--- config.mk ---
export PLATFORM = sky130hd
export DESIGN_NAME = cibm_front_flat
export DESIGN_NICKNAME = d
export VERILOG_FILES = /design/src/rtl/cibm_pkg.sv /design/src/rtl/cibm_req_if.sv /design/src/rtl/cibm_front.sv /design/src/flat_wrapper.sv
export SDC_FILE = /design/constraint.sdc
export NUM_CORES = 1
export LEC_CHECK = 0
export ABC_CLOCK_PERIOD_IN_PS = 1500
export BUFFER_PORTS_ARGS = -buffer_cell sky130_fd_sc_hd__buf_4
export CORE_MARGIN = 1
export CORE_UTILIZATION = 43
export CTS_BUF_LIST = sky130_fd_sc_hd__clkbuf_8
export CTS_CLUSTER_SIZE = 16
export DETAILED_ROUTE_END_ITERATION = 8
export PLACE_DENSITY = 0.86
export SLEW_MARGIN = 15
export SYNTH_ARGS = -nofsm -noshare
export SYNTH_HDL_FRONTEND = slang
export SYNTH_SLANG_ARGS = --single-unit
--- constraint.sdc ---
create_clock -name clk -period 1.5 [get_ports clk]
set_clock_uncertainty 0.15 [all_clocks]
set_input_delay 0.225 -clock clk [delete_from_list [all_inputs] [get_ports clk]]
set_output_delay 0.225 -clock clk [all_outputs]
set_load 0.02 [all_outputs]
--- src/rtl/cibm_pkg.sv ---
`timescale 1ns / 1ps
`default_nettype none

package cibm_pkg;

	localparam int NUM_IDS      = 32768;
	localparam int WORD_BITS    = 32;
	localparam int RESERVED_IDS = 1;
	localparam int Q_DEPTH      = 2;

	localparam int MAP_WORDS  = (NUM_IDS + WORD_BITS - 1) / WORD_BITS;
	localparam int ID_W       = 15;
	localparam int BIT_W      = $clog2(WORD_BITS);
	localparam int WORD_IDX_W = $clog2(MAP_WORDS);
	localparam int COUNT_W    = $clog2(NUM_IDS + 1);
	localparam int Q_PTR_W    = (Q_DEPTH > 1) ? $clog2(Q_DEPTH) : 1;
	localparam int Q_CNT_W    = $clog2(Q_DEPTH + 1);
	localparam int LAST_BITS  = NUM_IDS - (MAP_WORDS - 1) * WORD_BITS;

	localparam logic [WORD_BITS-1:0]  WORD_ALL       = '1;
	localparam logic [WORD_BITS-1:0]  LAST_WORD_MASK = WORD_ALL >> (WORD_BITS - LAST_BITS);
	localparam logic [WORD_IDX_W-1:0] LAST_WORD      = WORD_IDX_W'(MAP_WORDS - 1);
	localparam logic [ID_W-1:0]       LAST_ID        = ID_W'(NUM_IDS - 1);
	localparam logic [ID_W-1:0]       HINT_RESET     = ID_W'(RESERVED_IDS % NUM_IDS);
	localparam logic [COUNT_W-1:0]    COUNT_RESET    = COUNT_W'(RESERVED_IDS);
	localparam logic [COUNT_W-1:0]    COUNT_FULL     = COUNT_W'(NUM_IDS);

	typedef enum logic {
		OP_ALLOC = 1'b0,
		OP_FREE  = 1'b1
	} op_t;

	typedef enum logic [1:0] {
		ST_ALLOCATED = 2'd0,
		ST_FULL      = 2'd1,
		ST_FREED     = 2'd2
	} status_t;

	typedef enum logic [1:0] {
		S_CLEAR,
		S_IDLE,
		S_FREE,
		S_SCAN
	} eng_state_t;

	typedef struct packed {
		op_t             op;
		logic [ID_W-1:0] id;
	} cmd_t;

	function automatic logic [WORD_BITS-1:0] reserved_word(input logic [WORD_IDX_W-1:0] row);
		logic [WORD_BITS-1:0] w;
		w = '0;
		for (int b = 0; b < WORD_BITS; b++) begin
			w[b] = ((int'(row) * WORD_BITS + b) < RESERVED_IDS);
		end
		return w;
	endfunction

endpackage

`default_nettype wire

--- src/rtl/cibm_req_if.sv ---
`timescale 1ns / 1ps
`default_nettype none

interface cibm_req_if import cibm_pkg::*; ();
	logic            valid;
	logic            ready;
	logic            cmd;
	logic [ID_W-1:0] free_id;

	modport source (output valid, output cmd, output free_id, input ready);
	modport sink (input valid, input cmd, input free_id, output ready);
endinterface

`default_nettype wire

--- src/rtl/cibm_front.sv ---
`timescale 1ns / 1ps
`default_nettype none

module cibm_front import cibm_pkg::*; (
	input  logic       clk,
	input  logic       arst_n,
	cibm_req_if.sink   req,
	output logic       cmd_valid,
	input  logic       cmd_ready,
	output cmd_t       cmd
);

	logic valid_s1;
	cmd_t cmd_s1;
	cmd_t cmd_d;
	logic take;

	assign req.ready = !valid_s1 || cmd_ready;
	assign take      = req.valid && req.ready;

	always_comb begin
		cmd_d.op = req.cmd ? OP_FREE : OP_ALLOC;
		cmd_d.id = req.cmd ? req.free_id : '0;
	end

	always_ff @(posedge clk or negedge arst_n) begin
		if (!arst_n) begin
			valid_s1 <= 1'b0;
		end else if (take) begin
			valid_s1 <= 1'b1;
		end else if (cmd_ready) begin
			valid_s1 <= 1'b0;
		end
	end

	always_ff @(posedge clk) begin
		if (take) begin
			cmd_s1 <= cmd_d;
		end
	end

	assign cmd_valid = valid_s1;
	assign cmd       = cmd_s1;

endmodule

`default_nettype wire

--- src/flat_wrapper.sv ---
// flat-port wrapper written by rule: the top's interface ports become plain ports
module cibm_front_flat import cibm_pkg::*;
  (clk, arst_n, cmd_valid, cmd_ready, cmd, req_valid, req_cmd, req_free_id, req_ready);
  cibm_req_if req_i ();
  input  logic clk;
  input  logic arst_n;
  output logic cmd_valid;
  input  logic cmd_ready;
  output cmd_t cmd;
  input wire logic [$bits(req_i.valid)-1:0] req_valid;
  input wire logic [$bits(req_i.cmd)-1:0] req_cmd;
  input wire logic [$bits(req_i.free_id)-1:0] req_free_id;
  output wire logic [$bits(req_i.ready)-1:0] req_ready;
  assign req_i.valid = req_valid;
  assign req_i.cmd = req_cmd;
  assign req_i.free_id = req_free_id;
  assign req_ready = req_i.ready;
  cibm_front u_core (.clk(clk), .arst_n(arst_n), .req(req_i), .cmd_valid(cmd_valid), .cmd_ready(cmd_ready), .cmd(cmd));
endmodule
# Word level (Yosys, flattened, before mapping)
# Cells that the tools add are included.
# op_classes
mux	3
n_reduce_logical	4
# ops
op	count
$mux W1	3
$reduce_bool A2 Y1	1
$logic_and A1 B1 Y1	1
$logic_not A1 Y1	1
$logic_or A1 B1 Y1	1
# word_totals
regBits	17
inputBits	20
out_inout_bits	18
wordCells	10

# Longest topological paths before layout
# Gate-level depths: netlist of run 1.
# logic_depth
ltp_word	4
mapped_depth	2
ltp_nobuf	2

# Least setup slack after synthesis of run 1
# OpenSTA, ideal clock, no wires.
# synth_timing
path_type	flip-flop to flip-flop
startpoint	register u_core.valid_s1 (netlist: u_core.cmd_valid)
endpoint	register u_core.cmd_s1 (netlist bit u_core.cmd[0]) (enable)
setup_time_ns	0.374
arrival_ns	1.067
t_required_ns	0.976
path_slack_ns	-0.091
stages_incl_launch_ff	3
period_less_slack_ns	1.591
path_cell_list	dfrtp_1 nand2b_4 and2_1
# synth_via
elab_chain_len	3
# synth_lines
element	line	text
start, declared	cibm_front.sv:13	logic valid_s1;
start signal, assigned	cibm_front.sv:28	valid_s1 <= 1'b0;
start signal, assigned	cibm_front.sv:30	valid_s1 <= 1'b1;
start signal, assigned	cibm_front.sv:32	valid_s1 <= 1'b0;
$logic_not A1 Y1	cibm_front.sv:18	assign req.ready = !valid_s1 || cmd_ready;
$logic_or A1 B1 Y1	cibm_front.sv:18	
named net req_ready	flat_wrapper.sv:13	output wire logic [$bits(req_i.ready)-1:0] req_ready;
$logic_and A1 B1 Y1	cibm_front.sv:19	assign take = req.valid && req.ready;
named net u_core.take	cibm_front.sv:16	logic take;
end signal, assigned	cibm_front.sv:38	cmd_s1 <= cmd_d;
end, declared	cibm_front.sv:14	cmd_t cmd_s1;
# The timed path passes the listed nets, and every way through them passes these cells.
# A chain may end at the register's enable or synchronous reset.

# Worst setup path after layout of run 1
# layout_timing
startpoint	register u_core.valid_s1 (netlist: u_core.cmd_valid)
endpoint	register u_core.cmd_s1 (netlist bit u_core.cmd[6]) (enable)
# layout_via
elab_chain_len	3
# layout_lines
element	line
$logic_not A1 Y1	cibm_front.sv:18
$logic_or A1 B1 Y1	cibm_front.sv:18
$logic_and A1 B1 Y1	cibm_front.sv:19
named net u_core.take	cibm_front.sv:16
# The timed path passes the listed nets, and every way through them passes these cells.

==> reports/results.tsv, run 1 <==
metric	value	unit
gr usage total	18.5	%
sequential share of the synthesized area	77.5	%
post-synthesis compound-gate area fraction	0	%
Hold Path Class	in2reg	
Startpoint Class	flip-flop	
Pleak	0.000440	uW
CTS max path bufs	2	
Clock Sinks	17	
Logic pwr share	15.0	%
FP Rows	13	
Clock Latency Late Sink	0.25	ns
Area Overhead vs Synth	52.4	%
fmax	729	MHz
crit-path cells	nand2b_4 > and2_2	
vias per cell	4.65	
# DRC	0	
Pwr per Cell Area	1050	mW/mm2
Synth Area in Simple Gates	20.7	%
DRT iter0 DRCs	13	
Ys Warns	0	
WL/cell	14.3	um
Num CTS Buffers	3	
vias post-DR	428	
Clock power frac	31.4	%
Post-Synth Adder-Cell Area	0	%
core footprint	0.00135	mm2
final WL	1320	um
CTS tree	done	
Final Cycle Share	91.5	%
main area contributors after synthesis	edfxtp_1, and2_2, and2_1	
number of global-route vias before repair	400	
post-synthesis mux area share	0	%
initial core utilization	48.3	%
Final setup viols	0	
syn_area_per_cell	18.1	um2
Yosys reg bits	17	
height of the die	40.9	um
worst IR drop on VDD	973	uV
unrepaired setup endpoints after global routing	false	
setup slack at placement	0.140	ns
CTS Root Cell	clkbuf_8	
area share of the largest cell type after synthesis	73.7	%
status	complete, no violations	
Rel. slew slack	74.1	%
FILL cells	94	
placed cell areas	938	um2
Sequential Power Share	53.6	%
slowest CP cell	dfrtp_1	
I/O Pins	38	
Clk pin slew, worst setup/hold paths	0.06	ns
Worst Path Buf+Inv	0	
# nets final	98	
Final HPWL DP	934	um
Setup TNS	0	ns
Crit path arrival time	1.13	ns
cell count after synthesis	36	
setup ws final	0.127	ns
Worst path max stage delay	0.41	ns
Syn Nets	56	
total power	1050	uW
initial antenna violation count	0	
Net Sw Frac	22.0	%
sw power	230	uW
Finished Cell Area	993	um2
post-route ant nets	0	
CP top delay family	simple AND/OR/NAND/NOR gates	
post-synth cell types	7	
CP Capture Type	flip-flop	
max-slew violations	0	
Post-CTS Setup Bufs	0	
Storage cell area	505	um2
Resized Gates After CTS	0	
xor/xnor share of the synthesized area	0	%
port buffer count	37	
Final Hold Viols	0	
Post-Syn Area	652	um2
Total Die Area	0.00168	mm2
global-route wire length before repair	1880	um
Post-CTS Hold Buffers	1	
post-layout min period	1.37	ns
Crit Path Max Fanout	16	
share of layout cells above drive strength 1	70.1	%
H-tree Lvls	1	
n_diodes	0	
Req. time, crit path	1.26	ns
gpl congestion	0.671	
post-synth top area cell	edfxtp_1	
router iterations before antenna repair	2	
Multi-input gate area	136	um2
Maximum Capacitance Violations	0	
GRT Residual Overflow	0	
Die X	40.9	um
largest net degree at the start of global routing	17	
Final Util	73.6	%
Int Power	817	uW
critical path type	reg2reg	
Worst Tran Pin Value	0.389	ns
largest family of logic cells by synthesized area	simple AND/OR/NAND/NOR gates	
-- synth_stat cells --
cell and count:
nand2b_1 1, buf_6 1, nand2b_4 1, edfxtp_1 16, and2_1 4, dfrtp_1 1
and2_2 12
-- cells by family after synthesis --
logic type	Yosys count
flip-flops	17
buffers and inverters	1
AND/OR/NAND/NOR	18
-- routing by layer --
layer | up-vias | global-route usage (%) | wire length [um]
met5 | - | 0 | 0
met4 | 0 | 7.50 | 0
met3 | 0 | 5.43 | 93
met2 | 19 | 30.5 | 704
met1 | 204 | 22.4 | 520
li1 | 205 | - | -
-- sequential cells by signal, indices dropped and copies added (netlist names) --
name and flops:
u_core.cmd 16, u_core.cmd_valid 1
-- worst reg2reg max path: stages (launching register included) --
cell and delay [ns]:
dfrtp_1 0.41, nand2b_4 0.08, and2_2 0.39
-- power by group through the flow --
stage                     combinational, uW  sequential, uW  clock (uW)
after floorplan                        37.0             606           0
after global placement                  153             571           0
after detailed placement                156             572           0
after CTS                               159             562         329
after global routing                    170             564         348
final                                   157             561         329
-- cell usage in the layout (no fill, tap or decap) --
cell	n
dlygate4sd3_1	1
nand2b_1	1
inv_1	1
nand2b_4	1
and2_2	13
dfrtp_1	1
buf_4	37
clkbuf_8	3
edfxtp_1	16
and2_1	3
-- cell type report --
| type | instances | area share, % |
|---|---|---|
| flip-flops and latches | 17 | 50.9 |
| repair buffers | 38 | 29.0 |
| multi-input cells | 18 | 13.7 |
| clock buffers | 3 | 4.16 |
| well taps | 15 | 1.89 |
| clock inverters | 1 | 0.378 |
-- path summary, 6_finish.rpt --
kind	endpoint	start	slack, ns	cells after the start
hold / removal	u_core.cmd_valid	req_valid	0.02	2
min in group asynchronous	u_core.cmd_valid	arst_n	0.13	2
setup / recovery	u_core.cmd[6]	u_core.cmd_valid	0.13	2
max in group asynchronous	u_core.cmd_valid	arst_n	0.99	2
setup reg to reg	u_core.cmd[6]	u_core.cmd_valid	0.13	2
hold reg to reg	u_core.cmd_valid	u_core.cmd_valid	0.40	2
-- through the flow --
step,hold WS [ns],cells
floorplan,-0.221,36
global placement,-0.149,87
detailed placement,-0.149,87
CTS,0.0260,92
global route,0.0436,92
finish,0.0248,92
No activity file was read; power rests on OpenSTA's default activity.
==> run 2, diff against run 1 <==
ABC_AREA = 1   (was unset)
==> run 2 against run 1 <==
- global-route usage fell by 0.65 points
- routed wire length fell by 4.4%
- sequential share of layout area fell by 0.76 points
- utilization rose by 1.1 points
- total power fell by 0.69%
- critical path depth did not move
- largest power group unchanged
- highest routed layer is now met4
==> reports/results.tsv, run 2 <==
metric	value	unit
WL/cell	11.5	um
post-layout min period	1.29	ns
Startpoint Class	flip-flop	
post-synth cell types	6	
port buffer count	37	
CTS Root Cell	clkbuf_8	
hold_ws	0.0573	ns
CTS max path bufs	2	
CTS tree	done	
post-synth top area cell	edfxtp_1	
FILL cells	87	
cell count after synthesis	53	
Multi-input gate area	80.1	um2
Post-synth EDFFs	16	
vias post-DR	471	
sequential share of the synthesized area	77.8	%
Worst Path Buf+Inv	1	
syn_area_per_cell	12.3	um2
Final Hold Viols	0	
Maximum Capacitance Violations	0	
Total Die Area	0.00167	mm2
post-synthesis mux area share	0	%
Worst Tran Pin Value	0.202	ns
Req. time, crit path	1.12	ns
post-synthesis compound-gate area fraction	0.771	%
Final HPWL DP	971	um
Post-Layout Cell Count	110	
Rel. slew slack	86.6	%
crit-path cells	nand2_1 > buf_4	
FP Rows	13	
Crit path arrival time	0.91	ns
ys async rst share	5.88	%
Area Overhead vs Synth	55.3	%
Storage cell area	505	um2
ys flop type	edfxtp_1	
Post-Synth Adder-Cell Area	0	%
most frequent cells in the layout	buf_4, inv_1, nand2_1	
core footprint	0.00135	mm2
main area contributors after synthesis	edfxtp_1, inv_1, nand2_1	
Ys Warns	0	
I/O Pins	38	
GRT Residual Overflow	0	
post-route ant nets	0	
initial core utilization	48.1	%
initial antenna violation count	0	
Die X	40.9	um
# DRC	0	
final WL	1260	um
Largest register FFs	16	
n_diodes	0	
CP Capture Type	output pin	
vias per cell	4.28	
Final setup viols	0	
max-slew violations	0	
share of layout cells above drive strength 1	44.2	%
Clock Sinks	17	
largest net degree at the start of global routing	17	
Post-CTS Setup Bufs	0	
placed insts	105	
most frequent cells after synthesis	inv_1, nand2_1, edfxtp_1	
DRT iter0 DRCs	3	
CP top delay family	flip-flops	
unrepaired setup endpoints after global routing	false	
Clock Latency Late Sink	0.24	ns
Syn Nets	73	
Pleak	0.000552	uW
Worst path max stage delay	0.42	ns
number of global-route vias before repair	440	
worst IR drop on VDD	779	uV
Hold Path Class	in2reg	
# nets final	116	
slowest CP cell	dfrtp_1	
height of the die	40.9	um
fmax	777	MHz
Setup TNS	0	ns
Pwr per Cell Area	1030	mW/mm2
Clk pin slew, worst setup/hold paths	0.06	ns
xor/xnor share of the synthesized area	0	%
Yosys reg bits	17	
critical path type	reg2out	
largest family of logic cells by synthesized area	buffers and inverters	
Synth Area in Simple Gates	9.83	%
commonest non-fill, non-tap cell in the layout	buf_4	
global-route wire length before repair	1800	um
router iterations before antenna repair	2	
gr usage total	17.8	%
Final Cycle Share	85.8	%
gpl congestion	0.598	
Crit Path Max Fanout	3	
status	complete, no violations	
area share of the largest cell type after synthesis	74.0	%
Post-Syn Area	649	um2
Num CTS Buffers	3	
H-tree Lvls	1	
run 2: changes by cell type after synthesis:
cell      before  now
and2_2        12    0
a21oi_1        0    1
and2_1         4    0
inv_1          0   17
nand2b_1       1    0
nand2_1        0   17
nand2b_4       1    0
run 2: layer usage:
| layer | global-route usage (%) | wire (um) | vias to the layer above |
|---|---|---|---|
| met5 | 0 | 0 | - |
| met4 | 12.5 | 19 | 0 |
| met3 | 3.26 | 78 | 2 |
| met2 | 29.3 | 660 | 21 |
| met1 | 20.8 | 501 | 207 |
| li1 | - | - | 241 |
run 2: kinds of logic (layout without fill, tap and decap cells):
logic type,after synthesis,in the layout
buffers and inverters,18,60
and+or+nand+nor,17,17
AOI/OAI and AO/OA,1,1
DFF,17,17
run 2: area by class of cell:
class                   instances  share of cell area (%)
clock inverters                 1                   0.372
flip-flops and latches         17                    50.1
multi-input cells              18                    7.94
clock buffers                   3                    4.09
inverters                      17                    6.33
repair buffers                 39                    29.3
well taps                      15                    1.86
run 2: repair_timing:
action                                 4_1_cts  5_1_grt
endpoints found under the hold margin        1        0
gates resized for setup                      0        0
hold buffers                                 1        0
run 2: through the flow:
| step | utilization (%) | setup slack, ns | total power [uW] | instance area [um2] |
|---|---|---|---|---|
| finish | 74.7 | 0.213 | 1040 | 1010 |
| global route | 74.7 | 0.159 | 1080 | 1010 |
| CTS | 74.7 | 0.206 | 1050 | 1010 |
| detailed placement | 70.6 | 0.237 | 733 | 953 |
| global placement | 70.6 | 0.272 | 726 | 953 |
| floorplan | - | 0.126 | 643 | 661 |
run 2: worst paths after layout:
| check | from | to | slack, ns | cells after the start |
|---|---|---|---|---|
| max | u_core.cmd_valid | req_ready | 0.21 | 2 |
| min | req_valid | u_core.cmd_valid | 0.06 | 3 |
| max reg2reg | u_core.cmd_valid | u_core.cmd[12] | 0.23 | 2 |
| min reg2reg | u_core.cmd_valid | u_core.cmd_valid | 0.44 | 2 |
| max in group asynchronous | arst_n | u_core.cmd_valid | 0.98 | 2 |
| min in group asynchronous | arst_n | u_core.cmd_valid | 0.14 | 2 |
run 2: worst reg2reg max path, delay by kind of cell (launching register included):
kind            cells  cell delay (ns)
compound gates      1             0.15
flops               1             0.42
buf+inv             1             0.24
run 2: power by group:
part	switching (uW)	internal, uW	leakage, uW	total [uW]
Combinational	83.4	78.0	0.000357	161
Sequential	9.40	553	0.000168	562
Clock	136	181	0.0000269	317
Total	229	811	0.000552	1040
