File: config.mk
export PLATFORM = sky130hd
export DESIGN_NAME = cibm_fifo
export DESIGN_NICKNAME = d
export VERILOG_FILES = /design/src/rtl/cibm_pkg.sv /design/src/rtl/cibm_fifo.sv
export SDC_FILE = /design/constraint.sdc
export NUM_CORES = 1
export LEC_CHECK = 0
export BUFFER_PORTS_ARGS = -buffer_cell sky130_fd_sc_hd__buf_2
export CELL_PAD_IN_SITES_DETAIL_PLACEMENT = 1
export CELL_PAD_IN_SITES_GLOBAL_PLACEMENT = 2
export CORE_ASPECT_RATIO = 1.5
export CORE_MARGIN = 5
export CORE_UTILIZATION = 31
export DETAILED_ROUTE_END_ITERATION = 12
export GPL_TIMING_DRIVEN = 0
export PLACE_DENSITY_LB_ADDON = 0.1
export SLEW_MARGIN = 0
export SYNTH_ARGS = -nofsm -noshare
export SYNTH_HDL_FRONTEND = slang
export SYNTH_SLANG_ARGS = --single-unit
export TNS_END_PERCENT = 50
File: constraint.sdc
create_clock -name clk -period 2 [get_ports clk]
set_input_delay 0.1 -clock clk [delete_from_list [all_inputs] [get_ports clk]]
set_output_delay 0.1 -clock clk [all_outputs]
set_load 0.03 [all_outputs]
File: src/rtl/cibm_pkg.sv
`timescale 1ns / 1ps
`default_nettype none

package cibm_pkg;

	localparam int NUM_IDS      = 32768;
	localparam int WORD_BITS    = 32;
	localparam int RESERVED_IDS = 1;
	localparam int Q_DEPTH      = 2;

	localparam int MAP_WORDS  = (NUM_IDS + WORD_BITS - 1) / WORD_BITS;
	localparam int ID_W       = 15;
	localparam int BIT_W      = $clog2(WORD_BITS);
	localparam int WORD_IDX_W = $clog2(MAP_WORDS);
	localparam int COUNT_W    = $clog2(NUM_IDS + 1);
	localparam int Q_PTR_W    = (Q_DEPTH > 1) ? $clog2(Q_DEPTH) : 1;
	localparam int Q_CNT_W    = $clog2(Q_DEPTH + 1);
	localparam int LAST_BITS  = NUM_IDS - (MAP_WORDS - 1) * WORD_BITS;

	localparam logic [WORD_BITS-1:0]  WORD_ALL       = '1;
	localparam logic [WORD_BITS-1:0]  LAST_WORD_MASK = WORD_ALL >> (WORD_BITS - LAST_BITS);
	localparam logic [WORD_IDX_W-1:0] LAST_WORD      = WORD_IDX_W'(MAP_WORDS - 1);
	localparam logic [ID_W-1:0]       LAST_ID        = ID_W'(NUM_IDS - 1);
	localparam logic [ID_W-1:0]       HINT_RESET     = ID_W'(RESERVED_IDS % NUM_IDS);
	localparam logic [COUNT_W-1:0]    COUNT_RESET    = COUNT_W'(RESERVED_IDS);
	localparam logic [COUNT_W-1:0]    COUNT_FULL     = COUNT_W'(NUM_IDS);

	typedef enum logic {
		OP_ALLOC = 1'b0,
		OP_FREE  = 1'b1
	} op_t;

	typedef enum logic [1:0] {
		ST_ALLOCATED = 2'd0,
		ST_FULL      = 2'd1,
		ST_FREED     = 2'd2
	} status_t;

	typedef enum logic [1:0] {
		S_CLEAR,
		S_IDLE,
		S_FREE,
		S_SCAN
	} eng_state_t;

	typedef struct packed {
		op_t             op;
		logic [ID_W-1:0] id;
	} cmd_t;

	function automatic logic [WORD_BITS-1:0] reserved_word(input logic [WORD_IDX_W-1:0] row);
		logic [WORD_BITS-1:0] w;
		w = '0;
		for (int b = 0; b < WORD_BITS; b++) begin
			w[b] = ((int'(row) * WORD_BITS + b) < RESERVED_IDS);
		end
		return w;
	endfunction

endpackage

`default_nettype wire

File: src/rtl/cibm_fifo.sv
`timescale 1ns / 1ps
`default_nettype none

module cibm_fifo import cibm_pkg::*; (
	input  logic clk,
	input  logic arst_n,
	input  logic push_valid,
	output logic push_ready,
	input  cmd_t push_cmd,
	output logic pop_valid,
	input  logic pop_ready,
	output cmd_t pop_cmd
);

	cmd_t               slots_q [Q_DEPTH];
	logic [Q_PTR_W-1:0] wr_ptr_q;
	logic [Q_PTR_W-1:0] rd_ptr_q;
	logic [Q_CNT_W-1:0] count_q;
	logic               push;
	logic               pop;

	function automatic logic [Q_PTR_W-1:0] ptr_next(input logic [Q_PTR_W-1:0] p);
		return (p == Q_PTR_W'(Q_DEPTH - 1)) ? '0 : p + 1'b1;
	endfunction

	assign push_ready = (count_q != Q_CNT_W'(Q_DEPTH));
	assign pop_valid  = (count_q != '0);
	assign push       = push_valid && push_ready;
	assign pop        = pop_valid && pop_ready;
	assign pop_cmd    = slots_q[rd_ptr_q];

	always_ff @(posedge clk or negedge arst_n) begin
		if (!arst_n) begin
			wr_ptr_q <= '0;
			rd_ptr_q <= '0;
			count_q  <= '0;
		end else begin
			if (push) begin
				wr_ptr_q <= ptr_next(wr_ptr_q);
			end
			if (pop) begin
				rd_ptr_q <= ptr_next(rd_ptr_q);
			end
			unique case ({push, pop})
				2'b10:   count_q <= count_q + 1'b1;
				2'b01:   count_q <= count_q - 1'b1;
				default: count_q <= count_q;
			endcase
		end
	end

	always_ff @(posedge clk) begin
		if (push) begin
			slots_q[wr_ptr_q] <= push_cmd;
		end
	end

endmodule

`default_nettype wire

### After elaboration in Yosys (flattened, before gate mapping)

Memory sizes are Yosys's and may differ from the RTL's.
Index checks and enable logic that the tools add are counted.

| storage, ports and cells | value |
|---|---|
| bits in registers | 4 |
| word-level logic and storage cells | 20 |
| output and inout port bits | 18 |
| RAM bits | 32 |
| memories | 1 |

| operators by class | value |
|---|---|
| multiplexer cells | 5 |
| equal/unequal tests | 3 |
| $add $sub $neg | 4 |
| reduce and logical (&&, ||, !) cells | 4 |

Memory list:

| memory | words | width | rd ports | clocked after memory_dff | write ports | line | RTL |
|---|---|---|---|---|---|---|---|
| slots_q | 2 | 16 | 1 | 0 | 1 | cibm_fifo.sv:15 | `cmd_t slots_q [Q_DEPTH];` |

Operator list:

| operator | count |
|---|---|
| $mux W1 | 4 |
| $pmux W2 S2 | 1 |
| $reduce_bool A2 Y1 | 2 |
| $add A1 B1 Y1 const B | 2 |
| $add A2 B1 Y2 const B | 1 |
| $eq A2 B1 Y1 const B | 1 |
| $eq A2 B2 Y1 const B | 1 |
| $logic_and A1 B1 Y1 | 2 |
| $ne A2 B2 Y1 const B | 1 |
| $sub A2 B1 Y2 const B | 1 |

### Logic depth before layout (Yosys ltp)

Gate-level depths: netlist (run 1).

| logic depth | value |
|---|---|
| word-level depth | 4 |
| depth in mapped cells | 6 |
| gate-level depth less buffers | 6 |

### Worst setup path before layout (run 1)

OpenSTA, ideal clock, no wires.

| timing | value |
|---|---|
| kind | reg2reg |
| start point | reg count_q[0] |
| end point | mem slots_q[0][0] in the netlist's numbering, enable pin |
| arrival time | 1.593 ns |
| period minus slack after synthesis | 1.982 ns |
| setup slack | 0.018 ns |
| data required time | 1.612 ns |
| buffers on the path | 0 |
| cell stages (with the launch flop) | 4 |
| setup time | 0.388 ns |
| cells stage by stage | dfrtp_1 -> nand2b_1 -> nand2_1 -> nor2_1 |

| on the way | value |
|---|---|
| cells in the longest elaborated chain, start to end | 4 |

Ends and longest elaborated chain:

| what | line | RTL |
|---|---|---|
| start: declaration | cibm_fifo.sv:18 | `logic [Q_CNT_W-1:0] count_q;` |
| start signal: assignment | cibm_fifo.sv:45 | `2'b10: count_q <= count_q + 1'b1;` |
| start signal: assignment | cibm_fifo.sv:46 | `2'b01: count_q <= count_q - 1'b1;` |
| start signal: assignment | cibm_fifo.sv:47 | `default: count_q <= count_q;` |
| $ne A2 B2 Y1 | cibm_fifo.sv:26 | `assign push_ready = (count_q != Q_CNT_W'(Q_DEPTH));` |
| named net push_ready | cibm_fifo.sv:8 | `output logic push_ready,` |
| $logic_and A1 B1 Y1 | cibm_fifo.sv:28 | `assign push = push_valid && push_ready;` |
| $mux W1 | cibm_fifo.sv:53 | `if (push) begin` |
| $mux W1 (implied by the code) | cibm_fifo.sv:54 | `slots_q[wr_ptr_q] <= push_cmd;` |
| end: declaration | cibm_fifo.sv:15 |  |

The timed path passes the listed nets, and every way through them passes these cells.

### Worst setup path in the final report (run 1)

| timing | value |
|---|---|
| start point | reg count_q[0] |
| end point | mem slots_q[0][12] in the netlist's numbering, enable pin |

| on the way | value |
|---|---|
| cells in the longest elaborated chain, start to end | 4 |

Ends and longest elaborated chain:

| what | line |
|---|---|
| $ne A2 B2 Y1 | cibm_fifo.sv:26 |
| $logic_and A1 B1 Y1 | cibm_fifo.sv:28 |
| $mux W1 | cibm_fifo.sv:53 |
| $mux W1 (implied by the code) | cibm_fifo.sv:54 |

No other way between the ends.

==> run summary, run 1 <==
post-layout min period = 1.71 ns
Post-Synth Adder-Cell Area = 0.921%
share of layout cells above drive strength 1 = 52.5%
Synth Warn # = 0
Clock Pin Slew Worst Setup and Hold Paths = 0.07 ns
number of synthesized flops with an enable pin = 32
Post-Route WL = 2.34 mm
number of post-CTS setup repair buffers = 0
hold path startpoint = push_cmd[5]
Seq/Total Area, Yosys = 78.1%
placed cell area = 1600 sq um
chip width = 64.1 um
post-route antenna net violation count = 0
Port Buffers = 37
crit end category = flip-flop
Post-DP HPWL = 1.69 mm
fmax = 586 MHz
CP max FO = 16
top-count cell post-synth = edfxtp_1
top post-synthesis cells by count = 32 x edfxtp_1, 16 x mux2_2, 4 x dfrtp_1
Mapped Nets = 88
period utilization = 85.3%
Crit path arrival time = 1.61 ns
Placer Congestion = 0.633
Die Area = 5830 sq um
register-to-register setup slack = 0.29 ns
largest family of logic cells by synthesized area = multiplexers
num rows = 29
GR Util met1 = 8.39%
Total Routing Usage GR = 8.67%
met2 Resource Use GR = 15.3%
max_slew headroom = 43.3%
Syn Inst Count = 67
IO Pins = 38
Max Buffers Root-to-Sink = 2
Avg Cell Area, Syn = 20.3 sq um
CTS tree = yes
Final nets = 138
DRC = 0
DIE HEIGHT = 91.1 um
simple-gate area share of the yosys netlist = 2.85%
PwrDens = 1520 nW/um^2
Vias/cell = 4.58
antenna cell count = 0
post-route cell area = 1740 sq um
hold_buf cts = 4
Routed WL per cell = 14.3 um
Crit Path Category = flip-flop to flip-flop
synth unique cells = 13
post-synth top area cell = edfxtp_1
H-tree Lvls = 2
Area Overhead vs Synth = 28.4%
Non-Filler Instances = 164
CP required = 1.91 ns
via count = 751
Pleak = 0.672 nW
Synth top area share = 70.7%
final setup fails = 0
initial antenna violation count = 0
Top Usage Layer GRT = met2
Cells after DPL = 150
Post-synth ARST share = 11.1%
Most used DFF post-synth = edfxtp_1
DR iter-0 viols = 10
XOR/XNOR Fraction of Synth Area = 3.22%
FF-to-FF End = slots_q[0][12]
clock skew = 0.00205 ns
type of the worst min-delay path = input pin to flip-flop
Worst-Margin Slew = 0.850 ns
largest net degree at the start of global routing = 17
max-cap check violation count = 0
Max VDD drop = 0.000772 V
CTS buffer count = 5
reg2reg start = count_q[0]
cell area after synthesis = 1360 sq um
Detailed Routing Iterations Pass 1 = 2
hold path endpoint = slots_q[0][5]
total gr overflow = 0
synthesis-stage register bit count = 36
Initial Util = 32.0%
main area contributors after synthesis = edfxtp_1 71%, mux2_2 13%, dfrtp_1 7.4%
vias in the first global route = 861
RSZ-0062 raised after global routing = no
Core Box Area = 4250 sq um
max-slew violation count = 0
compound-gate portion of the synthesized area = 0%
Worst Hold Depth = 1
first-pass GRT wire length = 3.89 mm
multiplexer share of the synthesized area = 13.3%
Clock Latency Late Sink = 0.28 ns
CTS sink cnt = 36
met3 Usage GRT = 3.83%
Hold Fails Final Rpt = 0
outcome = complete, no violations
clock tree root driver cell = clkbuf_8
count of cells resized by post-cts repair = 0
Register-to-Register Path Depth = 3
critical path launch point type = flip-flop
final cells by class:
class	instances	area, sq um
buffer	2	22.5
timing repair buffer	43	245
multi-input combinational	29	278
clock inverter	1	3.75
fill	437	2500
clock buffer	7	76.3
tap	46	57.6
sequential	36	1060
where the power goes:
part / internal [W] / total, W / switching (W)
Clock: 0.000242 / 0.000474 / 0.000232
Sequential: 0.00104 / 0.00110 / 0.0000618
Combinational: 0.000404 / 0.00106 / 0.000659
Total: 0.00169 / 0.00264 / 0.000953
cells by family after synthesis:
logic type | after synthesis
flops | 36
buf+inv | 2
fa+ha+maj | 1
xor+xnor | 5
mux | 16
simple gates | 7
stage by stage:
stage | power (W) | hold WS [ns] | setup TNS (ns) | utilization, % | setup slack (ns)
after CTS | 0.00270 | 0.000305 | 0 | 40.6 | 0.210
after floorplan | 0.00192 | -0.196 | 0 | - | 0.0183
after global placement | 0.00219 | -0.0882 | -3.24 | 37.7 | -0.203
after detailed placement | 0.00221 | -0.0847 | 0 | 37.8 | 0.217
after global routing | 0.00281 | 0.000919 | 0 | 41.1 | 0.140
final | 0.00264 | 0.00899 | 0 | 41.1 | 0.294
worst max-delay path by stage:
stage          startpoint              to  depth (start not counted)
4_1_cts        count_q[0]   slots_q[0][9]                          3
5_1_grt        count_q[0]   slots_q[0][7]                          3
2_1_floorplan  count_q[0]   slots_q[0][0]                          3
3_5_place_dp   count_q[0]   slots_q[0][1]                          3
3_3_place_gp   count_q[0]  slots_q[0][14]                          3
6_report       count_q[0]  slots_q[0][12]                          3
worst max-delay path: stages, from the launching register on:
cell      delay [ns]
dfrtp_1         0.40
nand2b_1        0.15
nand2_1         0.11
nor2_2          0.66
cell usage in the layout (no fill, tap or decap), drive strengths merged:
master / n
and3: 1
mux2: 16
clkinv: 1
buf: 39
edfxtp: 32
nor2: 2
nand2b: 1
clkbuf: 7
or2: 1
ha: 1
dfrtp: 4
nand2: 1
xor2: 2
and2: 1
dlygate4sd3: 6
xnor2: 3
sequential cells by signal (all words and copies together) (netlist names):
register,count
count_q,2
rd_ptr_q,1
slots_q,32
wr_ptr_q,1
routing by layer:
layer	vias to the layer above	wire [um]
li1	350	-
met1	370	809
met2	26	1290
met3	5	180
met4	0	53
met5	-	0
Note: power is estimated with default switching activity, not from simulation.
==> run 2: changes to the inputs <==
--- a/config.mk
+++ b/config.mk
@@ -6,14 +6,11 @@
 export NUM_CORES = 1
 export LEC_CHECK = 0
 export BUFFER_PORTS_ARGS = -buffer_cell sky130_fd_sc_hd__buf_2
-export CELL_PAD_IN_SITES_DETAIL_PLACEMENT = 1
-export CELL_PAD_IN_SITES_GLOBAL_PLACEMENT = 2
 export CORE_ASPECT_RATIO = 1.5
 export CORE_MARGIN = 5
 export CORE_UTILIZATION = 31
 export DETAILED_ROUTE_END_ITERATION = 12
 export GPL_TIMING_DRIVEN = 0
-export PLACE_DENSITY_LB_ADDON = 0.1
 export SLEW_MARGIN = 0
 export SYNTH_ARGS = -nofsm -noshare
 export SYNTH_HDL_FRONTEND = slang
==> run 2 against run 1 <==
Sequential cell count unchanged. Hold slack gained 0.0017 ns. Combinational power hardly changed. Global-route usage shrank 0.20 points. Critical path type unchanged. Largest cell class unchanged. Largest power group unchanged.
==> run summary, run 2 (synthesis results as in run 1) <==
CP required = 1.90 ns
post-layout min period = 1.73 ns
Initial Util = 32.0%
total gr overflow = 0
Hold Fails Final Rpt = 0
Clock Latency Late Sink = 0.28 ns
clock tree root driver cell = clkbuf_8
register name with the most flops = slots_q
Pleak = 0.694 nW
most frequent cells in the layout = 37 x buf_2, 32 x edfxtp_1, 16 x mux2_2
Clock Pin Slew Worst Setup and Hold Paths = 0.06 ns
Final nets = 143
num rows = 29
RSZ-0062 raised after global routing = no
crit end category = flip-flop
post-route antenna net violation count = 0
type of the worst min-delay path = input pin to flip-flop
Fin Hold WS = 0.0107 ns
commonest non-fill, non-tap cell in the layout = buf_2
IO Pins = 38
post-route cell area = 1790 sq um
period utilization = 86.3%
number of flip-flops in the largest register = 32
Core Box Area = 4250 sq um
Crit Path Category = flip-flop to flip-flop
Non-Filler Instances = 168
Detailed Routing Iterations Pass 1 = 2
Max VDD drop = 0.000928 V
largest net degree at the start of global routing = 17
Post-Route WL = 2.30 mm
Crit path arrival time = 1.63 ns
Total Routing Usage GR = 8.48%
Worst-Margin Slew = 0.837 ns
critical path launch point type = flip-flop
Routed WL per cell = 13.7 um
Post-DP HPWL = 1.63 mm
CTS tree = yes
Port Buffers = 37
Placer Congestion = 0.654
Vias/cell = 4.43
fmax = 580 MHz
vias in the first global route = 837
CTS buffer count = 5
final setup fails = 0
via count = 745
Cells after DPL = 150
Largest regs = slots_q: 32 flops, count_q: 2 flops
first-pass GRT wire length = 3.64 mm
number of post-CTS setup repair buffers = 0
chip width = 64.1 um
placed cell area = 1600 sq um
max_slew headroom = 44.2%
clock skew = 0.00504 ns
max-slew violation count = 0
Die Area = 5830 sq um
CP max FO = 16
initial antenna violation count = 0
DRC = 0
max-cap check violation count = 0
antenna cell count = 0
PwrDens = 1470 nW/um^2
outcome = complete, no violations
DR iter-0 viols = 12
CTS sink cnt = 36
DIE HEIGHT = 91.1 um
Area Overhead vs Synth = 31.9%
share of layout cells above drive strength 1 = 51.6%
Max Buffers Root-to-Sink = 2
H-tree Lvls = 2
==> run 2: cell count changes in the layout (fill, tap and decap cells not counted), sizes merged <==
| cell | delta |
|---|---|
| clkbuf | -1 |
| dlygate4sd3 | +5 |
==> run 2: worst max-delay path, stage by stage (launching register included) <==
cell,delay (ns)
dfrtp_1,0.40
nand2b_1,0.17
nand2_1,0.12
nor2_2,0.66
==> run 2: path summary, 6_finish.rpt <==
path                             startpoint              to  slack (ns)  cells after the start
worst max-delay path             count_q[0]  slots_q[0][13]        0.27                      3
worst min-delay path            push_cmd[5]   slots_q[1][5]        0.01                      1
worst max register to register   count_q[0]  slots_q[0][13]        0.27                      3
worst min register to register   count_q[1]      count_q[1]        0.49                      1
max in group asynchronous            arst_n        rd_ptr_q        1.73                      2
min in group asynchronous            arst_n        wr_ptr_q        0.15                      2
==> run 2: cell type report <==
cell class              count  area (sq um)
plain buffers               2          22.5
clock buffers               6          72.6
clock inverters             1          5.00
fillers                   410          2450
multi-input cells          29           278
flip-flops and latches     36          1060
well taps                  46          57.6
repair buffers             48           295
==> run 2: repair_timing <==
| action | CTS | global route |
|---|---|---|
| hold endpoints to repair | 14 | 9 |
| setup endpoints to repair | 16 | 0 |
| gates resized for setup | 1 | 0 |
| hold buffers | 6 | 5 |
==> run 2: power breakdown <==
group	total, W	leakage, nW	internal, W	switching, W
registers	0.00111	0.344	0.00104	0.0000643
clock network	0.000459	0.0410	0.000236	0.000222
logic	0.00107	0.309	0.000411	0.000661
total	0.00264	0.694	0.00169	0.000948
==> run 2: per-layer routing <==
layer / share of wire, % / wire [um] / global-route usage (%)
met5: 0 / 0 / 0
met1: 36 / 830 / 7.85
met4: 1.0 / 23 / 4.16
met3: 7.0 / 161 / 4.20
met2: 56 / 1290 / 14.9
==> run 2: stage by stage <==
stage	total power, W	util (%)	TNS, ns	setup slack [ns]
floorplan	0.00192	-	0	0.0183
global route	0.00280	42.2	0	0.103
global placement	0.00218	37.7	-1.70	-0.107
CTS	0.00269	41.0	0	0.215
finish	0.00264	42.2	0	0.275
detailed placement	0.00221	37.7	-3.10	-0.195
==> run 3: changes to the inputs <==
==> constraint.sdc (replaced) <==
create_clock -name clk -period 2.2 [get_ports clk]
set_input_delay 0.11 -clock clk [delete_from_list [all_inputs] [get_ports clk]]
set_output_delay 0.11 -clock clk [all_outputs]
set_load 0.03 [all_outputs]
==> run 3 against run 2 <==
First-iteration DRC count shrank 8.3%. Sequential power shrank 9%. Clock power shrank 8.9%. Cell count shrank 4.8%. Fmax shrank 0.47%. Largest cell class unchanged. Clock-buffer cell count is the same. Setup slack gained 0.19 ns. Global-route usage shrank 0.23 points. Register-to-register slack gained 0.19 ns.
==> run summary, run 3 (synthesis results as in run 1) <==
WL met2 = 1.27 mm
Buf/Inv on CP = 0
hold path startpoint = push_cmd[8]
fmax = 577 MHz
FF-to-FF End = slots_q[0][12]
hold path endpoint = slots_q[0][8]
max-cap check violation count = 0
Setup WS pre-CTS = 0.00539 ns
Post-DP HPWL = 1.63 mm
largest net degree at the start of global routing = 17
vias in the first global route = 809
Area Overhead vs Synth = 26.0%
reg2reg start = count_q[0]
CP required = 2.10 ns
final setup fails = 0
Crit path arrival time = 1.64 ns
Total Routing Usage GR = 8.25%
register-to-register setup slack = 0.47 ns
Die Area = 5830 sq um
Max VDD drop = 0.000845 V
placed cell area = 1600 sq um
Clock Latency Late Sink = 0.28 ns
via count = 720
Worst Hold Depth = 1
# fillers = 417
final setup margin = 0.466 ns
PnR Total Power = 0.00239 W
post-layout min period = 1.73 ns
PwrDens = 1390 nW/um^2
post-route cell area = 1710 sq um
first-pass GRT wire length = 3.52 mm
number of flip-flops in the largest register = 32
Post-Route WL = 2.27 mm
DRC = 0
register name with the most flops = slots_q
total gr overflow = 0
num rows = 29
CTS tree = yes
Core Box Area = 4250 sq um
commonest non-fill, non-tap cell in the layout = buf_2
initial antenna violation count = 0
Hold Fails Final Rpt = 0
Detailed Routing Iterations Pass 1 = 3
top sig layer = met4
Non-Filler Instances = 160
Register-to-Register Path Depth = 3
outcome = complete, no violations
Max Buffers Root-to-Sink = 2
H-tree Lvls = 2
Port Buffers = 37
CTS sink cnt = 36
IO Pins = 38
Crit Path Category = flip-flop to flip-flop
max_slew headroom = 43.3%
CTS buffer count = 5
Pleak = 0.661 nW
Largest regs = slots_q: 32 flops, count_q: 2 flops
Vias/cell = 4.50
total negative slack = 0 ns
worst path cell trace = nand2b_1, nand2_1, nor2_2
max-slew violation count = 0
chip width = 64.1 um
crit end category = flip-flop
Max stage delay on crit path = 0.67 ns
Placer Congestion = 0.654
most frequent cells in the layout = 37 x buf_2, 32 x edfxtp_1, 16 x mux2_2
clock tree root driver cell = clkbuf_8
DIE HEIGHT = 91.1 um
period utilization = 78.8%
antenna cell count = 0
met3 WL post-DR = 164 um
critical path launch point type = flip-flop
slowest CP cell = nor2_2
cell family with most CP delay = simple AND/OR/NAND/NOR gates
post-route antenna net violation count = 0
Final nets = 135
Initial Util = 32.0%
number of post-CTS setup repair buffers = 0
Clock Pin Slew Worst Setup and Hold Paths = 0.06 ns
RSZ-0062 raised after global routing = no
share of layout cells above drive strength 1 = 55.3%
Routed WL per cell = 14.2 um
DR iter-0 viols = 11
Worst-Margin Slew = 0.850 ns
Cells after DPL = 150
routed metal-1 wire length = 812 um
clock skew = 0.00512 ns
CP max FO = 16
type of the worst min-delay path = input pin to flip-flop
## run 3: routing by layer
| metal | global-route usage (%) | vias to the layer above |
|---|---|---|
| met1 | 7.45 | 347 |
| met4 | 4.16 | 0 |
| met5 | 0 | - |
| met2 | 14.6 | 28 |
| li1 | - | 343 |
| met3 | 4.20 | 2 |
## run 3: per-stage QoR
step                      util (%)  hold WS [ns]
after floorplan                  -        -0.186
after global placement        37.7       -0.0821
after detailed placement      37.7       -0.0747
after CTS                     39.8       0.00561
after global routing          40.3       0.00477
final                         40.3        0.0193
## run 3: cell type report
class,count,area [sq um],area share (%)
Sequential cell,36,1060,62.0
Multi-Input combinational cell,29,278,16.2
Timing Repair Buffer,40,215,12.6
Clock buffer,6,72.6,4.24
Tap cell,46,57.6,3.36
Buffer,2,22.5,1.32
Clock inverter,1,5.00,0.292
## run 3: worst max path at each step
stage	cells after the start	slack, ns	endpoint	from
6_report	3	0.47	slots_q[0][12]	count_q[0]
2_1_floorplan	3	0.22	slots_q[0][0]	count_q[0]
4_1_cts	3	0.41	slots_q[0][4]	count_q[0]
3_3_place_gp	3	0.09	slots_q[0][2]	count_q[0]
3_5_place_dp	3	0.005	slots_q[0][2]	count_q[0]
5_1_grt	3	0.30	slots_q[0][0]	count_q[0]
## run 3: report_power, final
group / total [W] / switching [W] / leakage (nW) / internal, W
registers: 0.00101 / 0.0000583 / 0.344 / 0.000948
clock network: 0.000418 / 0.000204 / 0.0410 / 0.000215
logic: 0.000963 / 0.000599 / 0.276 / 0.000364
## run 3: what timing repair did
action | in CTS | in global routing
hold buffers | 1 | 2
setup endpoints to repair | 11 | 0
endpoints found under the hold margin | 4 | 4
resized for setup | 1 | 0
